## src/rtl/dtq_pkg.sv

```systemverilog
`timescale 1ns / 1ps

package dtq_pkg;

   localparam int QUEUE_DEPTH  = 16;
   localparam int TIME_BITS    = 32;
   localparam int MAX_RESULTS  = 16;
   localparam int OP_BITS      = 2;
   localparam int DELAY_BITS   = 16;
   localparam int ID_BITS      = 16;
   localparam int TAG_BITS     = 8;
   localparam int KIND_BITS    = 2;
   localparam int REMOVED_BITS = 5;
   localparam int CNT_BITS     = $clog2(QUEUE_DEPTH + 1);
   localparam int RES_BITS     = $clog2(MAX_RESULTS + 1);

   localparam logic [OP_BITS-1:0] OP_REGISTER = 2'd0;
   localparam logic [OP_BITS-1:0] OP_CANCEL   = 2'd1;
   localparam logic [OP_BITS-1:0] OP_TICK     = 2'd2;

   localparam logic [KIND_BITS-1:0] KIND_REGISTERED = 2'd0;
   localparam logic [KIND_BITS-1:0] KIND_FULL       = 2'd1;
   localparam logic [KIND_BITS-1:0] KIND_CANCELLED  = 2'd2;
   localparam logic [KIND_BITS-1:0] KIND_EXPIRED    = 2'd3;

   typedef struct packed {
      logic [TIME_BITS-1:0] deadline;
      logic [ID_BITS-1:0]   ident;
      logic [TAG_BITS-1:0]  action;
   } entry_type;

   typedef struct packed {
      logic                cancel;
      logic                push;
      entry_type           ent;
      logic [CNT_BITS-1:0] cnt;
   } token_type;

   typedef struct packed {
      logic                 shift;
      logic                 collapse;
      logic [TIME_BITS-1:0] now;
   } cell_ctl_type;

   typedef struct packed {
      logic valid;
      logic gap;
      logic due;
   } cell_stat_type;

   typedef struct packed {
      logic                any_tok;
      logic                any_gap;
      logic                full;
      logic                head_due;
      logic                next_due;
      logic                exit_valid;
      logic [CNT_BITS-1:0] exit_cnt;
      entry_type           head;
   } chain_stat_type;

   function automatic logic earlier(input logic [TIME_BITS-1:0] a,
                                    input logic [TIME_BITS-1:0] b);
      logic [TIME_BITS-1:0] diff;
      diff = a - b;
      return diff[TIME_BITS-1];
   endfunction

endpackage

```

## src/rtl/dtq_if.sv

```systemverilog
`timescale 1ns / 1ps

interface dtq_req_if;
   logic                           valid;
   logic                           ready;
   logic [dtq_pkg::OP_BITS-1:0]    operation;
   logic [dtq_pkg::DELAY_BITS-1:0] delay;
   logic [dtq_pkg::ID_BITS-1:0]    timer_id;
   logic [dtq_pkg::TAG_BITS-1:0]   handler_tag;

   modport source (output valid, operation, delay, timer_id, handler_tag, input ready);
   modport sink (input valid, operation, delay, timer_id, handler_tag, output ready);
endinterface

interface dtq_rsp_if;
   logic                             valid;
   logic                             ready;
   logic [dtq_pkg::KIND_BITS-1:0]    kind;
   logic [dtq_pkg::ID_BITS-1:0]      expired_id;
   logic [dtq_pkg::TAG_BITS-1:0]     expired_tag;
   logic [dtq_pkg::REMOVED_BITS-1:0] removed_count;
   logic                             last;

   modport source (output valid, kind, expired_id, expired_tag, removed_count, last,
                   input ready);
   modport sink (input valid, kind, expired_id, expired_tag, removed_count, last,
                 output ready);
endinterface

```

## src/rtl/dtq_cell.sv

```systemverilog
`timescale 1ns / 1ps

module dtq_cell (
   input  logic                   clock,
   input  logic                   reset,
   input  dtq_pkg::cell_ctl_type  ctl,
   input  logic                   prev_valid,
   input  logic                   next_valid,
   input  dtq_pkg::entry_type     next_entry,
   input  logic                   in_tok_valid,
   input  dtq_pkg::token_type     in_tok,
   output logic                   out_tok_valid,
   output dtq_pkg::token_type     out_tok,
   output dtq_pkg::entry_type     entry,
   output dtq_pkg::cell_stat_type stat
);

   logic               valid_ff, valid_in;
   dtq_pkg::entry_type entry_ff, entry_in;
   logic               tok_valid_ff, tok_valid_in;
   dtq_pkg::token_type tok_ff, tok_in;

   always_comb begin
      valid_in     = valid_ff;
      entry_in     = entry_ff;
      tok_valid_in = 1'b0;
      tok_in       = in_tok;
      if (ctl.shift) begin
         valid_in = next_valid;
         entry_in = next_entry;
      end else if (ctl.collapse) begin
         if (!valid_ff && next_valid) begin
            valid_in = 1'b1;
            entry_in = next_entry;
         end else if (valid_ff && !prev_valid) begin
            valid_in = 1'b0;
         end
      end else if (in_tok_valid) begin
         if (in_tok.cancel) begin
            tok_valid_in = 1'b1;
            if (valid_ff && entry_ff.ident == in_tok.ent.ident) begin
               valid_in   = 1'b0;
               tok_in.cnt = in_tok.cnt + dtq_pkg::CNT_BITS'(1);
            end
         end else if (!valid_ff) begin
            valid_in = 1'b1;
            entry_in = in_tok.ent;
         end else if (in_tok.push || dtq_pkg::earlier(in_tok.ent.deadline, entry_ff.deadline))
         begin
            entry_in     = in_tok.ent;
            tok_valid_in = 1'b1;
            tok_in.ent   = entry_ff;
            tok_in.push  = 1'b1;
         end else begin
            tok_valid_in = 1'b1;
         end
      end
   end

   always_ff @(posedge clock) begin
      if (reset) begin
         valid_ff     <= 1'b0;
         tok_valid_ff <= 1'b0;
      end else begin
         valid_ff     <= valid_in;
         tok_valid_ff <= tok_valid_in;
      end
      entry_ff <= entry_in;
      tok_ff   <= tok_in;
   end

   assign out_tok_valid = tok_valid_ff;
   assign out_tok       = tok_ff;
   assign entry         = entry_ff;
   assign stat.valid    = valid_ff;
   assign stat.gap      = valid_ff && !prev_valid;
   assign stat.due      = valid_ff && !dtq_pkg::earlier(ctl.now, entry_ff.deadline);

endmodule

```

## src/rtl/dtq_chain.sv

```systemverilog
`timescale 1ns / 1ps

module dtq_chain (
   input  logic                    clock,
   input  logic                    reset,
   input  dtq_pkg::cell_ctl_type   ctl,
   input  logic                    inject_valid,
   input  dtq_pkg::token_type      inject,
   output dtq_pkg::chain_stat_type stat
);

   localparam int N = dtq_pkg::QUEUE_DEPTH;

   dtq_pkg::cell_stat_type cell_stat [N];
   dtq_pkg::entry_type     ent       [N];
   dtq_pkg::token_type     tok       [N];
   logic [N-1:0]           tok_valid;
   logic [N-1:0]           valid_vec;
   logic [N-1:0]           gap_vec;
   logic [N-1:0]           due_vec;

   for (genvar i = 0; i < N; i++) begin : g_cell
      logic               prev_valid;
      logic               next_valid;
      dtq_pkg::entry_type next_entry;
      logic               up_valid;
      dtq_pkg::token_type up_tok;

      if (i == 0) begin : g_head
         assign prev_valid = 1'b1;
         assign up_valid   = inject_valid;
         assign up_tok     = inject;
      end else begin : g_body
         assign prev_valid = valid_vec[i-1];
         assign up_valid   = tok_valid[i-1];
         assign up_tok     = tok[i-1];
      end

      if (i == N - 1) begin : g_tail
         assign next_valid = 1'b0;
         assign next_entry = ent[i];
      end else begin : g_inner
         assign next_valid = valid_vec[i+1];
         assign next_entry = ent[i+1];
      end

      dtq_cell u_cell (
         .clock         (clock),
         .reset         (reset),
         .ctl           (ctl),
         .prev_valid    (prev_valid),
         .next_valid    (next_valid),
         .next_entry    (next_entry),
         .in_tok_valid  (up_valid),
         .in_tok        (up_tok),
         .out_tok_valid (tok_valid[i]),
         .out_tok       (tok[i]),
         .entry         (ent[i]),
         .stat          (cell_stat[i])
      );

      assign valid_vec[i] = cell_stat[i].valid;
      assign gap_vec[i]   = cell_stat[i].gap;
      assign due_vec[i]   = cell_stat[i].due;
   end

   assign stat.any_tok    = |tok_valid;
   assign stat.any_gap    = |gap_vec;
   assign stat.full       = valid_vec[N-1];
   assign stat.head_due   = due_vec[0];
   assign stat.next_due   = due_vec[1];
   assign stat.exit_valid = tok_valid[N-1];
   assign stat.exit_cnt   = tok[N-1].cnt;
   assign stat.head       = ent[0];

endmodule

```

## src/rtl/deadline_timer_queue.sv

```systemverilog
`timescale 1ns / 1ps

// Sorted timer event queue.
// req_chan carries one operation per beat: register a timer (deadline = now + delay),
// cancel every entry with a given id, or tick the clock of the queue by one unit.
// rsp_chan returns results: registered or queue full for a register, the number of
// removed entries for a cancel, and one beat per expired entry for a tick, with last
// set on the final beat of each operation. A tick with nothing due returns no beat.
// One operation is in flight at a time; req_chan.ready is high only when idle.
// A register answers from ST_DECODE through the output register; the new entry then
// walks the cell row, one cell a cycle, and the next request waits until it settles.
// A cancel walks the row, answers, then closes the gaps left behind, one cell a cycle.
// A tick emits one due entry per cycle from the head of the row, at most MAX_RESULTS,
// as long as rsp_chan is not stalled.
// Reset empties the queue and clears the time; entry payloads need no clearing.
// A stalled rsp_chan holds its beat in the output register and stalls the next answer.

module deadline_timer_queue (
   input logic             clock,
   input logic             reset,
   dtq_req_if.sink         req_chan,
   dtq_rsp_if.source       rsp_chan
);

   typedef enum logic [2:0] {
      ST_IDLE,
      ST_DECODE,
      ST_INSERT,
      ST_CANCEL,
      ST_REPORT,
      ST_COLLAPSE,
      ST_EXPIRE
   } state_type;

   state_type                          state_ff, state_in;
   logic [dtq_pkg::OP_BITS-1:0]        op_ff, op_in;
   logic [dtq_pkg::DELAY_BITS-1:0]     delay_ff, delay_in;
   logic [dtq_pkg::ID_BITS-1:0]        id_ff, id_in;
   logic [dtq_pkg::TAG_BITS-1:0]       tag_ff, tag_in;
   logic [dtq_pkg::TIME_BITS-1:0]      time_ff, time_in;
   logic [dtq_pkg::RES_BITS-1:0]       n_ff, n_in;
   logic [dtq_pkg::CNT_BITS-1:0]       removed_ff, removed_in;
   logic                               rsp_valid_ff, rsp_valid_in;
   logic [dtq_pkg::KIND_BITS-1:0]      rsp_kind_ff, rsp_kind_in;
   logic [dtq_pkg::ID_BITS-1:0]        rsp_id_ff, rsp_id_in;
   logic [dtq_pkg::TAG_BITS-1:0]       rsp_tag_ff, rsp_tag_in;
   logic [dtq_pkg::REMOVED_BITS-1:0]   rsp_removed_ff, rsp_removed_in;
   logic                               rsp_last_ff, rsp_last_in;

   logic                               rsp_load;
   logic                               inject_valid;
   dtq_pkg::token_type                 inject;
   dtq_pkg::cell_ctl_type              ctl;
   dtq_pkg::chain_stat_type            chain_stat;

   dtq_chain u_chain (
      .clock        (clock),
      .reset        (reset),
      .ctl          (ctl),
      .inject_valid (inject_valid),
      .inject       (inject),
      .stat         (chain_stat)
   );

   assign rsp_load = !rsp_valid_ff || rsp_chan.ready;

   always_comb begin
      state_in       = state_ff;
      op_in          = op_ff;
      delay_in       = delay_ff;
      id_in          = id_ff;
      tag_in         = tag_ff;
      time_in        = time_ff;
      n_in           = n_ff;
      removed_in     = removed_ff;
      rsp_valid_in   = rsp_valid_ff && !rsp_chan.ready;
      rsp_kind_in    = rsp_kind_ff;
      rsp_id_in      = rsp_id_ff;
      rsp_tag_in     = rsp_tag_ff;
      rsp_removed_in = rsp_removed_ff;
      rsp_last_in    = rsp_last_ff;

      inject_valid        = 1'b0;
      inject.cancel       = (op_ff == dtq_pkg::OP_CANCEL);
      inject.push         = 1'b0;
      inject.ent.deadline = time_ff + dtq_pkg::TIME_BITS'(delay_ff);
      inject.ent.ident    = id_ff;
      inject.ent.action   = tag_ff;
      inject.cnt          = '0;

      ctl.shift    = 1'b0;
      ctl.collapse = (state_ff == ST_COLLAPSE);
      ctl.now      = time_ff;

      case (state_ff)
         ST_IDLE: begin
            if (req_chan.valid) begin
               op_in    = req_chan.operation;
               delay_in = req_chan.delay;
               id_in    = req_chan.timer_id;
               tag_in   = req_chan.handler_tag;
               state_in = ST_DECODE;
            end
         end
         ST_DECODE: begin
            case (op_ff)
               dtq_pkg::OP_REGISTER: begin
                  if (rsp_load) begin
                     rsp_valid_in   = 1'b1;
                     rsp_kind_in    = chain_stat.full ? dtq_pkg::KIND_FULL
                                                      : dtq_pkg::KIND_REGISTERED;
                     rsp_id_in      = '0;
                     rsp_tag_in     = '0;
                     rsp_removed_in = '0;
                     rsp_last_in    = 1'b1;
                     if (chain_stat.full) begin
                        state_in = ST_IDLE;
                     end else begin
                        inject_valid = 1'b1;
                        state_in     = ST_INSERT;
                     end
                  end
               end
               dtq_pkg::OP_CANCEL: begin
                  inject_valid = 1'b1;
                  state_in     = ST_CANCEL;
               end
               dtq_pkg::OP_TICK: begin
                  time_in  = time_ff + dtq_pkg::TIME_BITS'(1);
                  n_in     = '0;
                  state_in = ST_EXPIRE;
               end
               default: begin
                  state_in = ST_IDLE;
               end
            endcase
         end
         ST_INSERT: begin
            if (!chain_stat.any_tok) begin
               state_in = ST_IDLE;
            end
         end
         ST_CANCEL: begin
            if (chain_stat.exit_valid) begin
               removed_in = chain_stat.exit_cnt;
               state_in   = ST_REPORT;
            end
         end
         ST_REPORT: begin
            if (rsp_load) begin
               rsp_valid_in   = 1'b1;
               rsp_kind_in    = dtq_pkg::KIND_CANCELLED;
               rsp_id_in      = '0;
               rsp_tag_in     = '0;
               rsp_removed_in = dtq_pkg::REMOVED_BITS'(removed_ff);
               rsp_last_in    = 1'b1;
               state_in       = ST_COLLAPSE;
            end
         end
         ST_COLLAPSE: begin
            if (!chain_stat.any_gap) begin
               state_in = ST_IDLE;
            end
         end
         ST_EXPIRE: begin
            if (!chain_stat.head_due) begin
               state_in = ST_IDLE;
            end else if (rsp_load) begin
               rsp_valid_in   = 1'b1;
               rsp_kind_in    = dtq_pkg::KIND_EXPIRED;
               rsp_id_in      = chain_stat.head.ident;
               rsp_tag_in     = chain_stat.head.action;
               rsp_removed_in = '0;
               rsp_last_in    = !chain_stat.next_due ||
                                (n_ff == dtq_pkg::RES_BITS'(dtq_pkg::MAX_RESULTS - 1));
               ctl.shift      = 1'b1;
               n_in           = n_ff + dtq_pkg::RES_BITS'(1);
               if (rsp_last_in) begin
                  state_in = ST_IDLE;
               end
            end
         end
         default: begin
            state_in = ST_IDLE;
         end
      endcase
   end

   always_ff @(posedge clock) begin
      if (reset) begin
         state_ff     <= ST_IDLE;
         time_ff      <= '0;
         rsp_valid_ff <= 1'b0;
      end else begin
         state_ff     <= state_in;
         time_ff      <= time_in;
         rsp_valid_ff <= rsp_valid_in;
      end
      op_ff          <= op_in;
      delay_ff       <= delay_in;
      id_ff          <= id_in;
      tag_ff         <= tag_in;
      n_ff           <= n_in;
      removed_ff     <= removed_in;
      rsp_kind_ff    <= rsp_kind_in;
      rsp_id_ff      <= rsp_id_in;
      rsp_tag_ff     <= rsp_tag_in;
      rsp_removed_ff <= rsp_removed_in;
      rsp_last_ff    <= rsp_last_in;
   end

   assign req_chan.ready         = (state_ff == ST_IDLE);
   assign rsp_chan.valid         = rsp_valid_ff;
   assign rsp_chan.kind          = rsp_kind_ff;
   assign rsp_chan.expired_id    = rsp_id_ff;
   assign rsp_chan.expired_tag   = rsp_tag_ff;
   assign rsp_chan.removed_count = rsp_removed_ff;
   assign rsp_chan.last          = rsp_last_ff;

`ifndef ASSERT_OFF
   a_insert_absorbed: assert property (@(posedge clock) disable iff (reset)
      state_ff == ST_INSERT |-> !chain_stat.exit_valid)
      else $error("insert token left the cell row");

   a_idle_compact: assert property (@(posedge clock) disable iff (reset)
      state_ff == ST_IDLE |-> !chain_stat.any_gap)
      else $error("queue has a gap while idle");

   a_expire_next_due: assert property (@(posedge clock) disable iff (reset)
      (state_ff == ST_EXPIRE && ctl.shift && !rsp_last_in) |=> chain_stat.head_due)
      else $error("expiry beat without last but head not due");
`endif

endmodule
```

## src/flat_wrapper.sv

```systemverilog
// flat-port wrapper written by rule: the top's interface ports become plain ports
module deadline_timer_queue_flat 
  (clock, reset, req_chan_valid, req_chan_operation, req_chan_delay, req_chan_timer_id, req_chan_handler_tag, req_chan_ready, rsp_chan_valid, rsp_chan_kind, rsp_chan_expired_id, rsp_chan_expired_tag, rsp_chan_removed_count, rsp_chan_last, rsp_chan_ready);
  dtq_req_if req_chan_i ();
  dtq_rsp_if rsp_chan_i ();
  input logic clock;
  input logic reset;
  input wire logic [$bits(req_chan_i.valid)-1:0] req_chan_valid;
  input wire logic [$bits(req_chan_i.operation)-1:0] req_chan_operation;
  input wire logic [$bits(req_chan_i.delay)-1:0] req_chan_delay;
  input wire logic [$bits(req_chan_i.timer_id)-1:0] req_chan_timer_id;
  input wire logic [$bits(req_chan_i.handler_tag)-1:0] req_chan_handler_tag;
  output wire logic [$bits(req_chan_i.ready)-1:0] req_chan_ready;
  output wire logic [$bits(rsp_chan_i.valid)-1:0] rsp_chan_valid;
  output wire logic [$bits(rsp_chan_i.kind)-1:0] rsp_chan_kind;
  output wire logic [$bits(rsp_chan_i.expired_id)-1:0] rsp_chan_expired_id;
  output wire logic [$bits(rsp_chan_i.expired_tag)-1:0] rsp_chan_expired_tag;
  output wire logic [$bits(rsp_chan_i.removed_count)-1:0] rsp_chan_removed_count;
  output wire logic [$bits(rsp_chan_i.last)-1:0] rsp_chan_last;
  input wire logic [$bits(rsp_chan_i.ready)-1:0] rsp_chan_ready;
  assign req_chan_i.valid = req_chan_valid;
  assign req_chan_i.operation = req_chan_operation;
  assign req_chan_i.delay = req_chan_delay;
  assign req_chan_i.timer_id = req_chan_timer_id;
  assign req_chan_i.handler_tag = req_chan_handler_tag;
  assign req_chan_ready = req_chan_i.ready;
  assign rsp_chan_valid = rsp_chan_i.valid;
  assign rsp_chan_kind = rsp_chan_i.kind;
  assign rsp_chan_expired_id = rsp_chan_i.expired_id;
  assign rsp_chan_expired_tag = rsp_chan_i.expired_tag;
  assign rsp_chan_removed_count = rsp_chan_i.removed_count;
  assign rsp_chan_last = rsp_chan_i.last;
  assign rsp_chan_i.ready = rsp_chan_ready;
  deadline_timer_queue u_core (.clock(clock), .reset(reset), .req_chan(req_chan_i), .rsp_chan(rsp_chan_i));
endmodule
```

## config.mk

```make
export PLATFORM = sky130hd
export DESIGN_NAME = deadline_timer_queue_flat
export DESIGN_NICKNAME = d
export VERILOG_FILES = /design/src/rtl/dtq_pkg.sv /design/src/rtl/dtq_if.sv /design/src/rtl/dtq_cell.sv /design/src/rtl/dtq_chain.sv /design/src/rtl/deadline_timer_queue.sv /design/src/flat_wrapper.sv
export SDC_FILE = /design/constraint.sdc
export NUM_CORES = 2
export LEC_CHECK = 0
export BUFFER_PORTS_ARGS = -buffer_cell sky130_fd_sc_hd__buf_2
export CAP_MARGIN = 20
export CORE_MARGIN = 4
export CORE_UTILIZATION = 29
export DETAILED_ROUTE_END_ITERATION = 7
export HOLD_SLACK_MARGIN = 0.02
export PLACE_DENSITY_LB_ADDON = 0.2
export SLEW_MARGIN = 20
export SYNTH_ARGS = -nofsm -noshare
export SYNTH_HDL_FRONTEND = slang
export SYNTH_SLANG_ARGS = --single-unit
```

## constraint.sdc

```tcl
create_clock -name clock -period 18 [get_ports clock]
set_input_delay 1.8 -clock clock [delete_from_list [all_inputs] [get_ports clock]]
set_output_delay 1.8 -clock clock [all_outputs]
set_load 0.02 [all_outputs]
```

==> impl_metrics.env <==
export IMPL_min_path_type="flop to flop"
export IMPL_coreArea_mm2=0.3099
export IMPL_fin_tns_setup_ps=0
export IMPL_syn_area_mm2=0.09049
export IMPL_synthCells=8256
export IMPL_start_kind="flop"
export IMPL_ys_flop_type="dfxtp_1"
export IMPL_cts_made_buffers=226
export IMPL_worst_ep_required_time_ps=18510
export IMPL_hold_buffers=0
export IMPL_crit_type="flop to flop"
export IMPL_utilization_pct=33.19
export IMPL_multiInputGateArea_mm2=0.03778
export IMPL_synth_edff_count=980
export IMPL_clock_skew_final_ps=73.65
export IMPL_htreeDepth=4
export IMPL_dp_hpwl_um=153100
export IMPL_synth_seq_cells=1988
export IMPL_fmax_mhz=138.3
export IMPL_max_cap_violations=0
export IMPL_layout_area_overhead_vs_synth_pct=13.66
export IMPL_setup_ws_ps=10770
export IMPL_cts_buffer_depth=4
export IMPL_first_global_vias=58780
export IMPL_critPathArrivalTime_ps=7740
export IMPL_drt_pass1_iterations=5
export IMPL_grt_antenna_before_repair=3
export IMPL_post_route_min_period_ps=7230
export IMPL_antenna_left=0
export IMPL_yosys_area_top_type="edfxtp_1"
export IMPL_cts_resized=0
export IMPL_slew_headroom_pct=17.85
export IMPL_dr_total_vias=57030
export IMPL_nets=8919
export IMPL_routed_wl_um=221400
export IMPL_initial_utilization_pct=29.20
export IMPL_synth_nets=8882
export IMPL_die_w_um=566.6
export IMPL_grt_pass1_wl_um=352500
export IMPL_status="finished clean"
export IMPL_cts_sinks=1988
export IMPL_gp_congestion=0.8310
export IMPL_drc=0
export IMPL_cp_end_kind="flop"
export IMPL_yosysSeqAreaShare_pct=54.82
export IMPL_cellPowerDensity_mw_per_mm2=106.3
export IMPL_reg2reg_slack_ps=10770
export IMPL_rsz0062_at_grt="false"
export IMPL_rows=204
export IMPL_synth_most_common_cell="nand2_1"
export IMPL_async_reset_ff_share_pct=0
export IMPL_regArea_mm2=0.04961
export IMPL_synth_top_area_share_pct=32.52
export IMPL_grtUsageTotal_pct=13.44
export IMPL_routed_via_density=4.525
export IMPL_grt_max_degree=221
export IMPL_ys_warnings_count=0
export IMPL_nFillCells=31400
export IMPL_design_area_mm2=0.1028
export IMPL_synth_area_leaders="edfxtp_1 33%, dfxtp_1 22%, mux2_2 10%"
export IMPL_dpl_instance_area_mm2=0.09535
export IMPL_ir_worst_vdd_uv=90.77
export IMPL_setup_violations=0
export IMPL_leakage_uw=0.04258
export IMPL_cts_root_buf="clkbuf_16"
export IMPL_worstMarginPinSlew_ps=1221
export IMPL_pre_cts_slack_ps=10730
export IMPL_cts_tree="done"
export IMPL_drt_iter0_markers=3227
export IMPL_grt_overflow_total=0
export IMPL_clk_pin_slew_ps=60
export IMPL_io_buffer_count=79
export IMPL_synth_common_cells="1790 x nand2_1, 1008 x dfxtp_1, 980 x edfxtp_1, 817 x mux2_2, 612 x o21ai_0"
export IMPL_cp_max_fo=102
export IMPL_io_pin_count=80
export IMPL_avgSynthCellArea_um2=10.96
export IMPL_routedWlPerCell_um=17.57
export IMPL_hold_viol=0
export IMPL_yosysUniqueCellTypes=75
export IMPL_fin_crit_sh_pct=40.17
export IMPL_die_area_mm2=0.3210
export IMPL_slew_violations=0
export IMPL_drive_above_1_share_pct=16.20
export IMPL_clock_latency_ps=880
export IMPL_die_h_um=566.6
export IMPL_post_cts_setup_buffer_count=0
## worst paths after layout
check	startpoint	cells after the start	to
setup / recovery	u_core.time_ff[20]	13	u_core.u_chain.g_cell[2].u_cell.entry[33]
hold / removal	u_core.u_chain.g_cell[2].u_cell.out_tok[62]	0	u_core.u_chain.g_cell[3].u_cell.out_tok[62]
setup reg to reg	u_core.time_ff[20]	13	u_core.u_chain.g_cell[2].u_cell.entry[33]
hold reg to reg	u_core.u_chain.g_cell[2].u_cell.out_tok[62]	0	u_core.u_chain.g_cell[3].u_cell.out_tok[62]
## per-layer routing
metal  up-vias  track usage (%)  part of all wire (%)
li1      28980                -                     -
met1     27040            20.31                    53
met2       732            20.33                    42
met3       271            1.800                   3.4
met4         0            2.787                   1.8
met5         -                0                     0
## flip-flops by register name, indices dropped and copies added, names as in the netlist, 16 cells and up
| signal | cells |
|---|---|
| u_core.u_chain.g_cell.u_cell.out_tok_valid | 16 |
| u_core.id_ff | 16 |
| u_core.delay_ff | 16 |
| u_core.u_chain.g_cell.u_cell.valid_ff | 16 |
| u_core.u_chain.g_cell.u_cell.out_tok | 940 |
| u_core.time_ff | 32 |
| u_core.u_chain.g_cell.u_cell.entry | 896 |
| u_core.rsp_chan.expired_id | 16 |
## where the power goes
group	switching [uW]	internal [uW]
Clock	1870	2790
Sequential	257	5110
Combinational	507	403
## cells in the final DEF, fill, tap and decap left out, types with 145 or more instances in the layout
cell       synthesis  final
inv_1            514    514
a21oi_1          193    190
xor2_1           149    149
xnor2_1          250    250
nand4_1          145    145
dfxtp_1         1008   1008
o21ai_0          612    611
ha_1             579    579
nor2_1           171    168
mux2_2           817    817
nand2_1         1790   1790
clkbuf_16          0    233
edfxtp_1         980    980
## critical path, cell delays in order (launching register included)
cell and delay [ps]:
dfxtp_1 600, ha_1 330, a21oi_1 130, o21ai_0 120, a22o_1 200, or4_1 470, a41o_1 430, mux2_4 580
nor2_4 580, buf_4 680, buf_4 620, buf_4 770, buf_4 810, o21ai_0 190
## final cells by class
type | instances | share of cell area [%]
sequential | 1988 | 48.23
inverter | 514 | 1.876
clock inverter | 80 | 0.8431
clock buffer | 335 | 6.440
multi-input combinational | 5423 | 36.74
tap | 4120 | 5.012
timing repair buffer | 140 | 0.8540
antenna | 1 | 0.002433
## logic make-up (layout without fill, tap and decap cells)
logic type / count (synthesis) / after routing / synth area share (%)
other cells: 0 / 1 / 0
compound gates: 1133 / 1133 / 7.312
xor+xnor: 399 / 399 / 3.862
flops: 1988 / 1988 / 54.82
fa+ha+maj: 580 / 580 / 8.028
buf+inv: 845 / 1069 / 3.753
mux: 851 / 851 / 10.72
simple gates: 2460 / 2460 / 11.50
## metrics by stage
step | hold WS (ps) | total power [uW] | instances
final | 396.7 | 10930 | 12600
after global routing | 407.2 | 11440 | 12600
after CTS | 393.3 | 11100 | 12600
after detailed placement | 379.4 | 6355 | 12190
after global placement | 381.7 | 6353 | 12190
after floorplan | 360.6 | 6031 | 8256
(Power assumes the default switching activity.)
